### config.mk
export PLATFORM = sky130hd
export DESIGN_NAME = dedup_fifo_queue_top
export DESIGN_NICKNAME = d
export VERILOG_FILES = /design/src/rtl/dfq_pkg.sv /design/src/rtl/dfq_cell.sv /design/src/rtl/dedup_fifo_queue_top.sv
export SDC_FILE = /design/constraint.sdc
export NUM_CORES = 1
export LEC_CHECK = 0
export BUFFER_PORTS_ARGS = -buffer_cell sky130_fd_sc_hd__buf_2
export CAP_MARGIN = 30
export CORE_MARGIN = 8
export CORE_UTILIZATION = 65
export CTS_CLUSTER_DIAMETER = 100
export CTS_CLUSTER_SIZE = 14
export DETAILED_ROUTE_END_ITERATION = 8
export PLACE_DENSITY = 0.82
export SETUP_SLACK_MARGIN = 0.15
export SLEW_MARGIN = 0
export SYNTH_ARGS = -nofsm -noshare
export SYNTH_HDL_FRONTEND = slang
export SYNTH_SLANG_ARGS = --single-unit
### constraint.sdc
create_clock -name clock -period 10.25 [get_ports clock]
set_input_delay 2.05 -clock clock [delete_from_list [all_inputs] [get_ports clock]]
set_output_delay 2.05 -clock clock [all_outputs]
set_load 0.005 [all_outputs]
### src/rtl/dfq_pkg.sv
// ----------------------------------------------------------------------------
// dfq_pkg: shared definitions for the deduplicating FIFO queue
// Depth, widths, operation and status codes, and the per-cell control bundle.
// ----------------------------------------------------------------------------
package dfq_pkg;

   localparam int QUEUE_DEPTH = 16;
   localparam int DATA_W      = 32;
   localparam int OP_W        = 2;
   localparam int STATUS_W    = 2;
   localparam int OCC_W       = 5;
   localparam int CNT_W       = $clog2(QUEUE_DEPTH + 1);

   localparam logic [OP_W-1:0] OP_ENQ  = 2'd0;
   localparam logic [OP_W-1:0] OP_DEQ  = 2'd1;
   localparam logic [OP_W-1:0] OP_PEEK = 2'd2;

   localparam logic [STATUS_W-1:0] ST_OK    = 2'd0;
   localparam logic [STATUS_W-1:0] ST_DUP   = 2'd1;
   localparam logic [STATUS_W-1:0] ST_EMPTY = 2'd2;
   localparam logic [STATUS_W-1:0] ST_FULL  = 2'd3;

   typedef logic signed [DATA_W-1:0] word_type;

   typedef struct packed {
      logic load;   // capture the request word
      logic shift;  // take the word of the next cell toward the tail
      logic held;   // cell lies inside the occupied region
   } cell_ctrl_type;

endpackage

### src/rtl/dfq_cell.sv
// ----------------------------------------------------------------------------
// dfq_cell: one storage cell of the queue chain
// Holds one word, loads a new word or takes its tail-side neighbor's word,
// and compares its word against the request word.
// ----------------------------------------------------------------------------
module dfq_cell (
   input  logic                   clock,
   input  dfq_pkg::cell_ctrl_type ctrl,
   input  dfq_pkg::word_type      req_word,
   input  dfq_pkg::word_type      next_word,
   output dfq_pkg::word_type      word,
   output logic                   match
);
   import dfq_pkg::*;

   word_type word_ff;
   word_type word_in;

   always_comb begin
      word_in = word_ff;
      if (ctrl.load) begin
         word_in = req_word;
      end else if (ctrl.shift) begin
         word_in = next_word;
      end
   end

   always_ff @(posedge clock) begin
      word_ff <= word_in;
   end

   assign word  = word_ff;
   assign match = ctrl.held && (word_ff == req_word);

endmodule

### src/rtl/dedup_fifo_queue_top.sv
// ----------------------------------------------------------------------------
// dedup_fifo_queue_top: FIFO queue of signed words that rejects duplicates
//
// Request channel (req_valid/req_ready) carries an operation code and a word:
// enqueue, dequeue or peek at the front. Every request beat yields exactly one
// response beat (rsp_valid/rsp_ready) with a status, the front word for an ok
// dequeue or peek (else zero), and the occupancy after the operation.
// Entries live in a chain of cells with the front in cell 0; every cell
// compares its word with the request word in parallel, a dequeue shifts the
// chain one cell toward the front, and an enqueue loads the cell at the fill
// count. The response is valid in the cycle after the request beat; one request
// is taken per cycle while the response register is empty or being taken.
// The response sits in an output register; a new request is taken in the same
// cycle the held response is taken, so a stalled receiver holds off requests
// only while the response register is full. Reset is synchronous, active high,
// empties the queue and drops any pending response; no clearing pass runs.
// ----------------------------------------------------------------------------
module dedup_fifo_queue_top (
   input  logic                              clock,
   input  logic                              reset,
   input  logic                              req_valid,
   output logic                              req_ready,
   input  logic [dfq_pkg::OP_W-1:0]          req_op,
   input  logic signed [dfq_pkg::DATA_W-1:0] req_value,
   output logic                              rsp_valid,
   input  logic                              rsp_ready,
   output logic [dfq_pkg::STATUS_W-1:0]      rsp_status,
   output logic signed [dfq_pkg::DATA_W-1:0] rsp_data_out,
   output logic [dfq_pkg::OCC_W-1:0]         rsp_occupancy
);
   import dfq_pkg::*;

   logic [CNT_W-1:0]    count_ff;
   logic [CNT_W-1:0]    count_in;
   logic                rsp_valid_ff;
   logic                rsp_valid_in;
   logic [STATUS_W-1:0] status_ff;
   logic [STATUS_W-1:0] status_in;
   word_type            data_ff;
   word_type            data_in;
   logic [OCC_W-1:0]    occ_ff;

   logic                req_fire;
   logic                dup_hit;
   logic                enq_ok;
   logic                deq_ok;
   word_type            cell_word  [QUEUE_DEPTH];
   logic [QUEUE_DEPTH-1:0] cell_match;
   cell_ctrl_type       cell_ctrl  [QUEUE_DEPTH];

   assign req_ready = !rsp_valid_ff || rsp_ready;
   assign req_fire  = req_valid && req_ready;
   assign dup_hit   = |cell_match;

   always_comb begin
      status_in = ST_OK;
      data_in   = '0;
      count_in  = count_ff;
      enq_ok    = 1'b0;
      deq_ok    = 1'b0;
      unique case (req_op) inside
         OP_ENQ: begin
            if (dup_hit) begin
               status_in = ST_DUP;
            end else if (count_ff >= CNT_W'(QUEUE_DEPTH)) begin
               status_in = ST_FULL;
            end else begin
               enq_ok   = 1'b1;
               count_in = count_ff + 1'b1;
            end
         end
         OP_DEQ, OP_PEEK: begin
            if (count_ff == '0) begin
               status_in = ST_EMPTY;
            end else begin
               data_in = cell_word[0];
               if (req_op == OP_DEQ) begin
                  deq_ok   = 1'b1;
                  count_in = count_ff - 1'b1;
               end
            end
         end
         default: begin
            // unused code: no operation
         end
      endcase
   end

   genvar g;
   generate
      for (g = 0; g < QUEUE_DEPTH; g++) begin : g_cell
         word_type next_word;

         assign cell_ctrl[g].load  = req_fire && enq_ok && (count_ff == CNT_W'(g));
         assign cell_ctrl[g].shift = req_fire && deq_ok;
         assign cell_ctrl[g].held  = CNT_W'(g) < count_ff;

         if (g == QUEUE_DEPTH - 1) begin : g_last
            assign next_word = cell_word[g];
         end else begin : g_mid
            assign next_word = cell_word[g+1];
         end

         dfq_cell u_cell (
            .clock     (clock),
            .ctrl      (cell_ctrl[g]),
            .req_word  (req_value),
            .next_word (next_word),
            .word      (cell_word[g]),
            .match     (cell_match[g])
         );
      end
   endgenerate

   always_comb begin
      rsp_valid_in = rsp_valid_ff;
      if (req_fire) begin
         rsp_valid_in = 1'b1;
      end else if (rsp_ready) begin
         rsp_valid_in = 1'b0;
      end
   end

   always_ff @(posedge clock) begin
      if (reset) begin
         count_ff     <= '0;
         rsp_valid_ff <= 1'b0;
      end else begin
         rsp_valid_ff <= rsp_valid_in;
         if (req_fire) begin
            count_ff <= count_in;
         end
      end
   end

   // response payload: hold until the next request beat
   always_ff @(posedge clock) begin
      if (req_fire) begin
         status_ff <= status_in;
         data_ff   <= data_in;
         occ_ff    <= OCC_W'(count_in);
      end
   end

   assign rsp_valid     = rsp_valid_ff;
   assign rsp_status    = status_ff;
   assign rsp_data_out  = data_ff;
   assign rsp_occupancy = occ_ff;

   a_count_bound: assert property (@(posedge clock) disable iff (reset)
      count_ff <= CNT_W'(QUEUE_DEPTH))
      else $error("fill count above queue depth");

   a_enq_grows: assert property (@(posedge clock) disable iff (reset)
      req_fire && enq_ok |=> count_ff == $past(count_ff) + 1'b1)
      else $error("accepted enqueue did not grow the queue");

   a_dup_nonempty: assert property (@(posedge clock) disable iff (reset)
      rsp_valid_ff && status_ff == ST_DUP |-> occ_ff != '0)
      else $error("duplicate reported on an empty queue");

   a_empty_zero: assert property (@(posedge clock) disable iff (reset)
      rsp_valid_ff && status_ff == ST_EMPTY |-> occ_ff == '0 && data_ff == '0)
      else $error("empty status with nonzero occupancy or data");

   a_no_drop: assert property (@(posedge clock) disable iff (reset)
      rsp_valid_ff && !rsp_ready |-> !req_ready)
      else $error("request taken while a response is stalled");

endmodule
==> results.toml <==
[status]
outcome = "completed"

[worst_hold_path]
holdCritPathClass = "reg -> reg"
min_to = "rsp_valid"
hold_path_depth = 2
hp-start = "rsp_valid"

[clock_tree]
tritoncts = "built"
cts_setup_buffers = 0
clkTransAtPathRegs_ns = 0.07
clkSinkCount = 557
ctsHoldBuffers = 0
clk_latency_ns = 0.59
cts_made_buffers = 45
cts-root-buf = "clkbuf_16"
cts_htree_levels = 2
clockBufferDepth = 3
cts_resized = 0

[routing]
wirelength_um = 78800
ant_nets = 0
vias = 17719
post_drt_wl_per_cell_um = 29.1
drt_iter0_markers = 2084
via_per_inst = 6.54
drc = 0
first_pass_iters = 6

[synthesis]
synth_edf_count = 551
synth_seq_cells = 557
synth_seq_area_share_pct = 53.8
synthTopCellsByArea = "edfxtp_1 53%, mux2_2 12%, xnor2_1 9.4%"
synth.distinct_cells = 60
synth_top_area_cell = "edfxtp_1"
async_flop_share_pct = 0
synthFlopType = "edfxtp_1"
netlist_instances = 2107
synth_top_area_share_pct = 53.4
synth.avg_cell_area_um2 = 14.7
ys_warn_count = 0
syn-cell-area_um2 = 31000
syn_nets = 2153

[finish]
stdcell_count = 2709
fin_util_pct = 68.0
mostFrequentLayoutCells = "551 x edfxtp_1, 335 x mux2_2, 331 x xnor2_1, 181 x xor2_1, 141 x mux2_4"
n_antenna_cell = 0
synthToLayoutAreaGrowth_pct = 4.07
layout_commonest_cell = "edfxtp_1"
drive_above_1_share_pct = 32.5
fillCellCount = 3264
final_nets = 2132

[worst_setup_path]
cp-start-kind = "input port"
worstPathMaxFanout = 33
reg2regPathDepth = 10
worstSetupEndpointType = "flip-flop"
crit_type = "in -> reg"
r2r_slack_ns = 5.20
timing.rr.end = "g_cell[14].u_cell.word[6]"
arrival_ns = 6.51
crit_required_ns = 10.50
reg2reg_from = "count_ff[2]"

[sta]
fmax_ghz = 0.160
tightest_slew_ns = 1.06
min_period_over_period_pct = 61.0
tns_ns = 0
slew_violations = 0
fin_ws_ns = 3.99
rsz0062_at_grt = "false"
final_hold_viol_count = 0
period_needed_ns = 6.26
setup_viol = 0
finClkSkew_ns = 0.0218
relSlewSlack_pct = 29.1

[floorplanning]
dieArea_um2 = 54900
start_util_pct = 65.3
coreArea_um2 = 47400
die_w_um = 234
num_io_pins = 79
rows = 80
die_y_um = 234

[power]
switching_share_pct = 24.2
seq_power_share_pct = 56.3
power_mw = 4.68
leakagePower_nw = 11.1
p_int_mw = 3.55
vdd_drop_max_uv = 107
combPwrFrac_pct = 10.4
power.density_nw_per_um2 = 145
p_sw_mw = 1.13
pwr-share-clk_pct = 33.4

[global_route]
grt_pass1_wl_um = 118000
grt_remaining_overflow = 0
antenna_found_initial = 0
track_usage_pct = 28.8
grt_pass1_vias = 17896
grt_max_degree = 38

[placement]
dp_slack_ns = 3.43
portBuffers = 78
gp_congestion = 0.939
dp.cells = 2653
dpl.hpwl_um = 52500

[run]
max_cap_viol_count = 0
-- stage by stage --
stage	hold slack, ns	instance area [um^2]
3_3_place_gp	0.573	31000
5_1_grt	0.615	32300
6_report	0.591	32300
4_1_cts	0.597	32200
2_1_floorplan	0.544	31000
3_5_place_dp	0.585	31100
-- sequential cells by signal (all words and copies together), names as in the netlist --
signal / count
count_ff: 5
g_cell.u_cell.word: 512
rsp_data_out: 32
rsp_occupancy: 5
rsp_status: 2
rsp_valid: 1
-- power groups by stage --
stage / Clock, mW / Sequential (mW) / Combinational (mW)
floorplan: 0 / 2.66 / 0.354
global placement: 0 / 2.68 / 0.458
global route: 1.65 / 2.64 / 0.512
CTS: 1.58 / 2.63 / 0.478
detailed placement: 0 / 2.68 / 0.474
finish: 1.56 / 2.63 / 0.486
-- per-layer routing --
metal	routed length (um)	vias up	track usage, %
met5	0	-	0
met4	2600	0	9.87
met3	6930	155	5.18
met2	37500	925	46.4
met1	31700	8973	39.2
li1	-	7666	-
-- worst max-delay path, cell delays in order --
cell and delay, ns:
buf_2 0.49, buf_4 0.38, xor2_1 0.19, nor4_1 0.08, nand4_1 0.09, or4_1 0.21
nand4_1 0.19, nor4_4 0.57, and2_4 0.41, nand4_4 0.70, nand2_1 0.73, buf_4 0.37
-- cell type report --
class	instances	area, um^2	area share [%]
flip-flops and latches	557	16700	51.7
multi-input cells	1342	12700	39.5
clock buffers	54	1160	3.60
repair buffers	130	866	2.68
well taps	615	769	2.39
inverters	10	37.5	0.116
clock inverters	1	5.00	0.0155
-- kinds of logic (layout without fill, tap and decap cells) --
family,Yosys count,count (layout),share of synthesized area (%)
buffers and inverters,208,195,5.16
and+or+nand+nor,294,294,6.06
DFF,557,557,53.8
xor gates and xnor gates,512,512,14.5
muxes,482,482,19.2
adders and majority gates,8,8,0.323
AOI/OAI and AO/OA,46,46,0.997
-- cell usage after synthesis (14+ instances only) --
library cell / n
a21oi_1: 14
and3_1: 34
buf_2: 37
buf_4: 31
buf_6: 75
clkbuf_1: 46
edfxtp_1: 551
mux2_2: 335
mux2_4: 141
nand2_1: 26
nand3_1: 23
nand4_1: 90
nor3_1: 20
nor4_1: 50
xnor2_1: 331
xor2_1: 181
-- worst max path at each step --
stage,startpoint,endpoint,slack [ns],cells past startpoint
6_report,req_value[22],g_cell[14].u_cell.word[6],3.99,12
5_1_grt,req_value[21],g_cell[14].u_cell.word[6],3.80,11
4_1_cts,req_value[22],g_cell[14].u_cell.word[14],4.05,12
3_5_place_dp,req_value[22],g_cell[14].u_cell.word[11],3.43,12
3_3_place_gp,req_value[2],g_cell[11].u_cell.word[0],3.34,10
2_1_floorplan,req_value[23],g_cell[15].u_cell.word[0],4.60,14
Power figures use the tool's default switching activity.
